**config.mk**
```make
export PLATFORM = sky130hd
export DESIGN_NAME = mspf_ctrl
export DESIGN_NICKNAME = d
export VERILOG_FILES = /design/src/hdl/mspf_pkg.sv /design/src/hdl/mspf_ctrl.sv
export SDC_FILE = /design/constraint.sdc
export NUM_CORES = 1
export LEC_CHECK = 0
export ABC_AREA = 1
export BUFFER_PORTS_ARGS = -buffer_cell sky130_fd_sc_hd__buf_2
export CELL_PAD_IN_SITES_DETAIL_PLACEMENT = 2
export CELL_PAD_IN_SITES_GLOBAL_PLACEMENT = 2
export CORE_MARGIN = 5
export CORE_UTILIZATION = 16
export DETAILED_ROUTE_END_ITERATION = 8
export PLACE_DENSITY_LB_ADDON = 0.1
export SETUP_SLACK_MARGIN = 0.02
export SLEW_MARGIN = 20
export SYNTH_ARGS = -nofsm -noshare
export SYNTH_HDL_FRONTEND = slang
export SYNTH_SLANG_ARGS = --single-unit
```
**constraint.sdc**
```tcl
create_clock -name i_clk -period 1 [get_ports i_clk]
set_input_delay 0.1 -clock i_clk [delete_from_list [all_inputs] [get_ports i_clk]]
set_output_delay 0.1 -clock i_clk [all_outputs]
set_load 0.02 [all_outputs]
```
**src/hdl/mspf_pkg.sv**
```systemverilog
// Shared types, constants and helpers for the matrix saddle point finder.
// No dependencies; imported by every module of the block.
package mspf_pkg;

    localparam int MAX_ROWS_DEF    = 16;
    localparam int MAX_COLUMNS_DEF = 16;

    localparam int VAL_W  = 32;   // element / result value width
    localparam int IDX_W  = 4;    // row_index / column_index width
    localparam int CFG_W  = 5;    // configuration register width
    localparam int CFG_AW = 1;    // configuration index width

    localparam logic [CFG_AW-1:0] CFG_ROW_COUNT    = 1'b0;
    localparam logic [CFG_AW-1:0] CFG_COLUMN_COUNT = 1'b1;

    // controller -> datapath
    typedef struct packed {
        logic load_we;     // store one element
        logic row_init;    // start the scan at row 0
        logic row_read;    // issue one row element read
        logic col_read;    // issue one column element read
        logic row_next;    // advance to the next row
        logic commit;      // current row is a saddle: park it as pending
        logic emit_pend;   // send pending result, not last
        logic emit_final;  // send pending (last) or the not-found result
    } t_dp_cmd;

    // datapath -> controller
    typedef struct packed {
        logic load_last;   // the element on the input completes the matrix
        logic col_last;    // row read at the last column
        logic k_last;      // column read at the last row
        logic row_last;    // scanning the last row
        logic ok;          // row max is its column minimum
        logic pend_vld;    // a saddle result is parked
        logic out_free;    // output register can take a result
    } t_dp_stat;

    // 0 reads as 1, anything above the maximum reads as the maximum
    function automatic logic [6:0] f_clamp(input logic [CFG_W-1:0] v,
                                           input int unsigned maxv);
        logic [6:0] res;
        if (v == '0) begin
            res = 7'd1;
        end else if (v > maxv) begin
            res = maxv[6:0];
        end else begin
            res = {2'b00, v};
        end
        return res;
    endfunction

endpackage

```
**src/hdl/mspf_ctrl.sv**
```systemverilog
// Controller: sequences loading, row scans, column checks and result hand-off.
// Depends on mspf_pkg; drives mspf_datapath through t_dp_cmd.
module mspf_ctrl (
    input  logic                i_clk,
    input  logic                i_rst_n,
    input  logic                i_valid,
    output logic                o_stall,
    input  mspf_pkg::t_dp_stat  i_stat,
    output mspf_pkg::t_dp_cmd   o_cmd
);
    import mspf_pkg::*;

    typedef enum logic [2:0] {
        S_LOAD,
        S_ROW,
        S_ROW_WAIT,
        S_COL,
        S_COL_WAIT,
        S_ROW_END,
        S_FINISH
    } t_state;

    t_state r_state;
    t_state n_state;
    logic   r_stall;
    logic   n_stall;
    logic   accept;

    assign accept = i_valid && !r_stall;

    always_comb begin
        n_state = r_state;
        o_cmd   = '0;
        case (r_state)
            S_LOAD: begin
                if (accept) begin
                    o_cmd.load_we = 1'b1;
                    if (i_stat.load_last) begin
                        o_cmd.row_init = 1'b1;
                        n_state        = S_ROW;
                    end
                end
            end
            S_ROW: begin
                o_cmd.row_read = 1'b1;
                if (i_stat.col_last) begin
                    n_state = S_ROW_WAIT;
                end
            end
            S_ROW_WAIT: begin
                n_state = S_COL;
            end
            S_COL: begin
                o_cmd.col_read = 1'b1;
                if (i_stat.k_last) begin
                    n_state = S_COL_WAIT;
                end
            end
            S_COL_WAIT: begin
                n_state = S_ROW_END;
            end
            S_ROW_END: begin
                if (!(i_stat.ok && i_stat.pend_vld && !i_stat.out_free)) begin
                    if (i_stat.ok) begin
                        o_cmd.commit    = 1'b1;
                        o_cmd.emit_pend = i_stat.pend_vld;
                    end
                    if (i_stat.row_last) begin
                        n_state = S_FINISH;
                    end else begin
                        o_cmd.row_next = 1'b1;
                        n_state        = S_ROW;
                    end
                end
            end
            S_FINISH: begin
                if (i_stat.out_free) begin
                    o_cmd.emit_final = 1'b1;
                    n_state          = S_LOAD;
                end
            end
            default: begin
                n_state = S_LOAD;
            end
        endcase
        n_stall = (n_state != S_LOAD);
    end

    always_ff @(posedge i_clk) begin
        if (!i_rst_n) begin
            r_state <= S_LOAD;
            r_stall <= 1'b0;
        end else begin
            r_state <= n_state;
            r_stall <= n_stall;
        end
    end

    assign o_stall = r_stall;

endmodule

```
Word-level counts from Yosys, hierarchy flattened
Cells that the tools add are included.
Word-level totals
  bits in registers: 4
  bits in latches: 0
  memory bits (writable): 0
  ROM bits: 0
  bits of input ports: 10
  memories kept: 0
Cells by class
  $add $sub $neg: 0
  multipliers: 0
  div/mod/pow operators: 0
  magnitude comparators: 0
  equality and inequality tests: 6
  shifts and indexed selects: 0
  multiplexer cells: 19
  bitwise operators: 0
  reduce and logical (&&, ||, !) cells: 7
Operators by type and width (count)
  $mux W3: 9
  $pmux W3 S7: 1
  $eq A3 B3 Y1 const B: 3
  $eq A3 B2 Y1 const B: 2
  $mux W1: 6
  $mux W2: 3
  $eq A3 B1 Y1 const B: 1
  $logic_and A1 B1 Y1: 3
  $logic_not A3 Y1: 1
  $reduce_bool A3 Y1: 1
  $logic_not A1 Y1: 2

Longest topological paths before layout
  depth in word-level cells: 5
  depth in mapped cells: 8
  depth with buffers taken out: 8

Worst setup path after synthesis
OpenSTA, ideal clock, no wires.
  kind: register to register
  from: register r_state[0]
  to: register r_stall, in the netlist o_stall
  library setup time: 59 ps
  data arrival time: 1132 ps
  required time: 941 ps
  setup slack: -192 ps
  cell stages (with the launch flop): 8
  cell sequence: dfxtp_1 > nor2_1 > nand2_1 > nor2_1 > nor2_1 > nand2_1 > nand2_1 > nand3_2
Between the ends
  word-level cells in the longest chain between the ends: 4
  elaborated cells on any way between the ends: 15
  those cells by class: eq/ne (6); mux (7); reduce/logical (2)
Ends and longest elaborated chain
  from (decl): line mspf_ctrl.sv:23  | t_state r_state;
  from (signal assigned): line mspf_ctrl.sv:94  | r_state <= n_state;
  $mux W3: line mspf_ctrl.sv:38  | if (i_stat.load_last) begin
  $mux W3: line mspf_ctrl.sv:36  | if (accept) begin
  $pmux W3 S7 (*): line mspf_ctrl.sv:34  | case (r_state)
  $reduce_bool A3 Y1 (*): line mspf_ctrl.sv:86  | n_stall = (n_state != S_LOAD);
  to (signal assigned): line mspf_ctrl.sv:95  | r_stall <= n_stall;
  to (decl): line mspf_ctrl.sv:25  | logic r_stall;
Mark *: on every way between the ends. The rest lies on a longest branch, timed or not.
A chain may end at the register's enable or synchronous reset.

==> metrics.md <==
| Metric | Value |
|---|---|
| Total GRT Usage | `under 10%` |
| Syn Std Cell Area | `approximately 340 um^2` |
| CTS tree | `yes` |
| Max Fclk | `856.1 MHz` |
| Root buffer cell | `clkbuf_4` |
| CTS buffer count | `3` |
| Hold buffer count at CTS | `0` |
| Mapped Cells | `65` |
| Initial DRC count | `9` |
| Failing checks | `negative setup slack` |
| Reg2Reg Launch Point | `r_state[0]` |
| Internal reg-to-reg setup slack | `-130 ps` |
| Post-synthesis to final-layout area growth | `91.54%` |
| Critical path launch point | `r_state[0]` |
| Clock Latency Late Sink | `230 ps` |
| Post-synth top area cell | `nand2_1` |
| Drt total wl | `1268 um` |
| Tmin final | `1168 ps` |
| Synth top area cells | `nand2_1, dfxtp_1, inv_1, nor2_1, nand3_1` |
| Wirelength per Cell | `10.84 um` |
| Die width | `between 50 and 60 um` |
| Worst path required time | `900 ps` |
| Unrepaired setup endpoints after global routing | `yes` |
| Share of layout cells above drive strength 1 | `55.56%` |
| Power Density | `1082 nW/um^2` |
| Register area share after synthesis | `23.53%` |
| CP Capture Point | `o_cmd[7]` |
| Hold violation count in the final report | `0` |
| Yosys cell types | `11` |
| Antenna violations before repair | `0` |
| Number of global-route vias before repair | `520` |
| Drt drc | `0` |
| Rel. slew slack | `91.08%` |
| Mean Syn Cell Area | `about 5.2 um^2` |
| Final setup fails | `12` |
| Global route overflow | `0` |
| Crit path kind | `reg2out` |
| Clock Pin Slew Worst Setup and Hold Paths | `30 ps` |
| Max cap viols | `0` |
| Sw frac | `37.52%` |
| Levels on crit path | `4` |
| # diodes | `0` |
| Vias/cell | `4.077` |
| Slowest cell on the critical path | `dfxtp_4` |
| Worst path top cell family by delay | `flip-flops` |
| Vias | `477` |
| Pre-antenna DRT Iters | `2` |
| Worst setup margin | `-168.1 ps` |
| Psw | `264.6 uW` |
| Post-DRT Antenna Nets | `0` |
| IO buf count | `18` |
| Clock Tree Buf Depth | `2` |
| Largest net degree at the start of global routing | `8` |
| Skew final | `1.054 ps` |
| Area of the core | `2002 um^2` |
| Outcome | `finished with violations` |
| Initial core utilization | `17.00%` |
| Tightest Pin Transition | `133.4 ps` |
| Setup WS pre-CTS | `-125.5 ps` |
| Die area | `roughly 3100 um^2` |
| CP Launch Type | `register` |
| Nets | `roughly 100` |
| Combinational power share | `41.4%` |
| CP Cell Sequence | `nor2_4 > nand2_4 > nor3_2 > buf_4` |
| Slowest stage delay, CP | `~370 ps` |
| Die H | `56.12 um` |
| H-tree lvl count | `1` |
| Crit end category | `primary output` |
| Row count | `16` |
| DP HPWL | `about 1000 um` |
| Synthesis Warnings | `0` |
| Tcrit/Tclk final | `116.8%` |
| CP max FO | `5` |
| Leakage dissipation | `0.3655 nW` |
| Sequential Power Share | `31.3%` |
| Final Max Slew Viols | `0` |
| GPL Wtd Cong | `0.6487` |
| Reg2Reg Depth | `8` |
| Top cell type's share of synthesized area | `24.26%` |
| IO Pins | `19` |
| First-pass GRT wire length | `2256 um` |
| Hold slack final | `134.5 ps` |
| Pint | `440.7 uW` |
| Syn_nets | `75` |
| CP arrival | `1070 ps` |
| Worst hold path class | `in2reg` |
| #FFs+latches synth | `4` |
| Clock sink count | `4` |
| Overall power | `a little over 700 uW` |
| Power share of the clock group | `27.3%` |
| Peak supply drop | `0.0008146 V` |
| Worst R2R End | `o_stall` |
| CP bufs+invs | `1` |
-- worst register-to-register path: stages, from the launching register on --
cell and delay [ps]:
dfxtp_4 400, inv_4 50, buf_4 130, nand3_1 80, nand2_1 70, nor2_2 90
nand2_1 70, nand2_2 70, nand3_2 50
-- final cells by class --
type | count | area [um^2]
multi-input combinational | 48 | 291.5
inverter | 13 | 53.80
sequential | 4 | 91.34
timing repair buffer | 22 | 158.9
tap | 27 | 33.78
clock buffer | 3 | 22.52
fill | 251 | 1350
-- synth_stat cells --
master and count:
a21oi_1 2, dfxtp_1 4, inv_1 12, inv_2 1, nand2_1 22, nand3_1 5
nand3_2 2, nand4_1 2, nor2_1 12, nor2_2 1, nor3_1 2
-- worst min path at each step --
| stage | startpoint | end | slack (ps) | depth (start not counted) |
|---|---|---|---|---|
| 2_1_floorplan | i_rst_n | r_state[0] | 230 | 2 |
| 3_3_place_gp | i_rst_n | o_stall | 360 | 3 |
| 3_5_place_dp | i_rst_n | o_stall | 370 | 3 |
| 4_1_cts | i_rst_n | r_state[1] | 110 | 3 |
| 5_1_grt | i_rst_n | o_stall | 150 | 3 |
| 6_report | i_rst_n | r_state[2] | 130 | 3 |
-- per-layer routing --
metal | GRT usage (%) | wire length, um
met1 | 10.40 | 570
met2 | 14.69 | 653
met3 | 3.248 | 43
met4 | 3.051 | 0
met5 | 0 | 0
-- timing repair --
action                                  CTS  global route
endpoints found under the setup margin   12            12
setup buffers                             1             1
pin swaps                                 0             2
gates resized for setup                  30             9
-- logic make-up after synthesis --
group,after synthesis,synth area share [%]
flip-flops,4,23.53
buffers and inverters,13,14.34
AO/OA/AOI/OAI,2,2.941
AND/OR/NAND/NOR,46,59.19
-- layout by cell type, fill, tap and decap left out, drive strengths merged --
cell / Yosys / final
nor2: 13 / 13
a21oi: 2 / 2
nor3: 2 / 2
clkbuf: 0 / 3
buf: 0 / 22
inv: 13 / 13
nand2: 22 / 22
nand3: 7 / 7
nand4: 2 / 2
dfxtp: 4 / 4
-- power by group through the flow --
stage	Clock, mW	Sequential, mW	Combinational (mW)
2_1_floorplan	0	0.215	0.125
3_3_place_gp	0	0.207	0.217
3_5_place_dp	0	0.209	0.216
4_1_cts	0.208	0.219	0.269
5_1_grt	0.218	0.226	0.320
6_report	0.192	0.221	0.292
-- registers in the layout (all words and copies together) (netlist names) --
| signal | count |
|---|---|
| r_state | 3 |
| o_stall | 1 |
-- per-stage QoR --
step                util (%)  TNS [ps]  instances  area, um^2
floorplan                  -    -251.8         65       356.6
global placement       24.75    -505.2        112       495.5
detailed placement     24.75    -415.3        112       495.5
CTS                    30.81     -1753        116       616.8
global route           32.56     -2301        117       651.9
finish                 32.56     -1422        117       651.9
(Power assumes the default switching activity.)
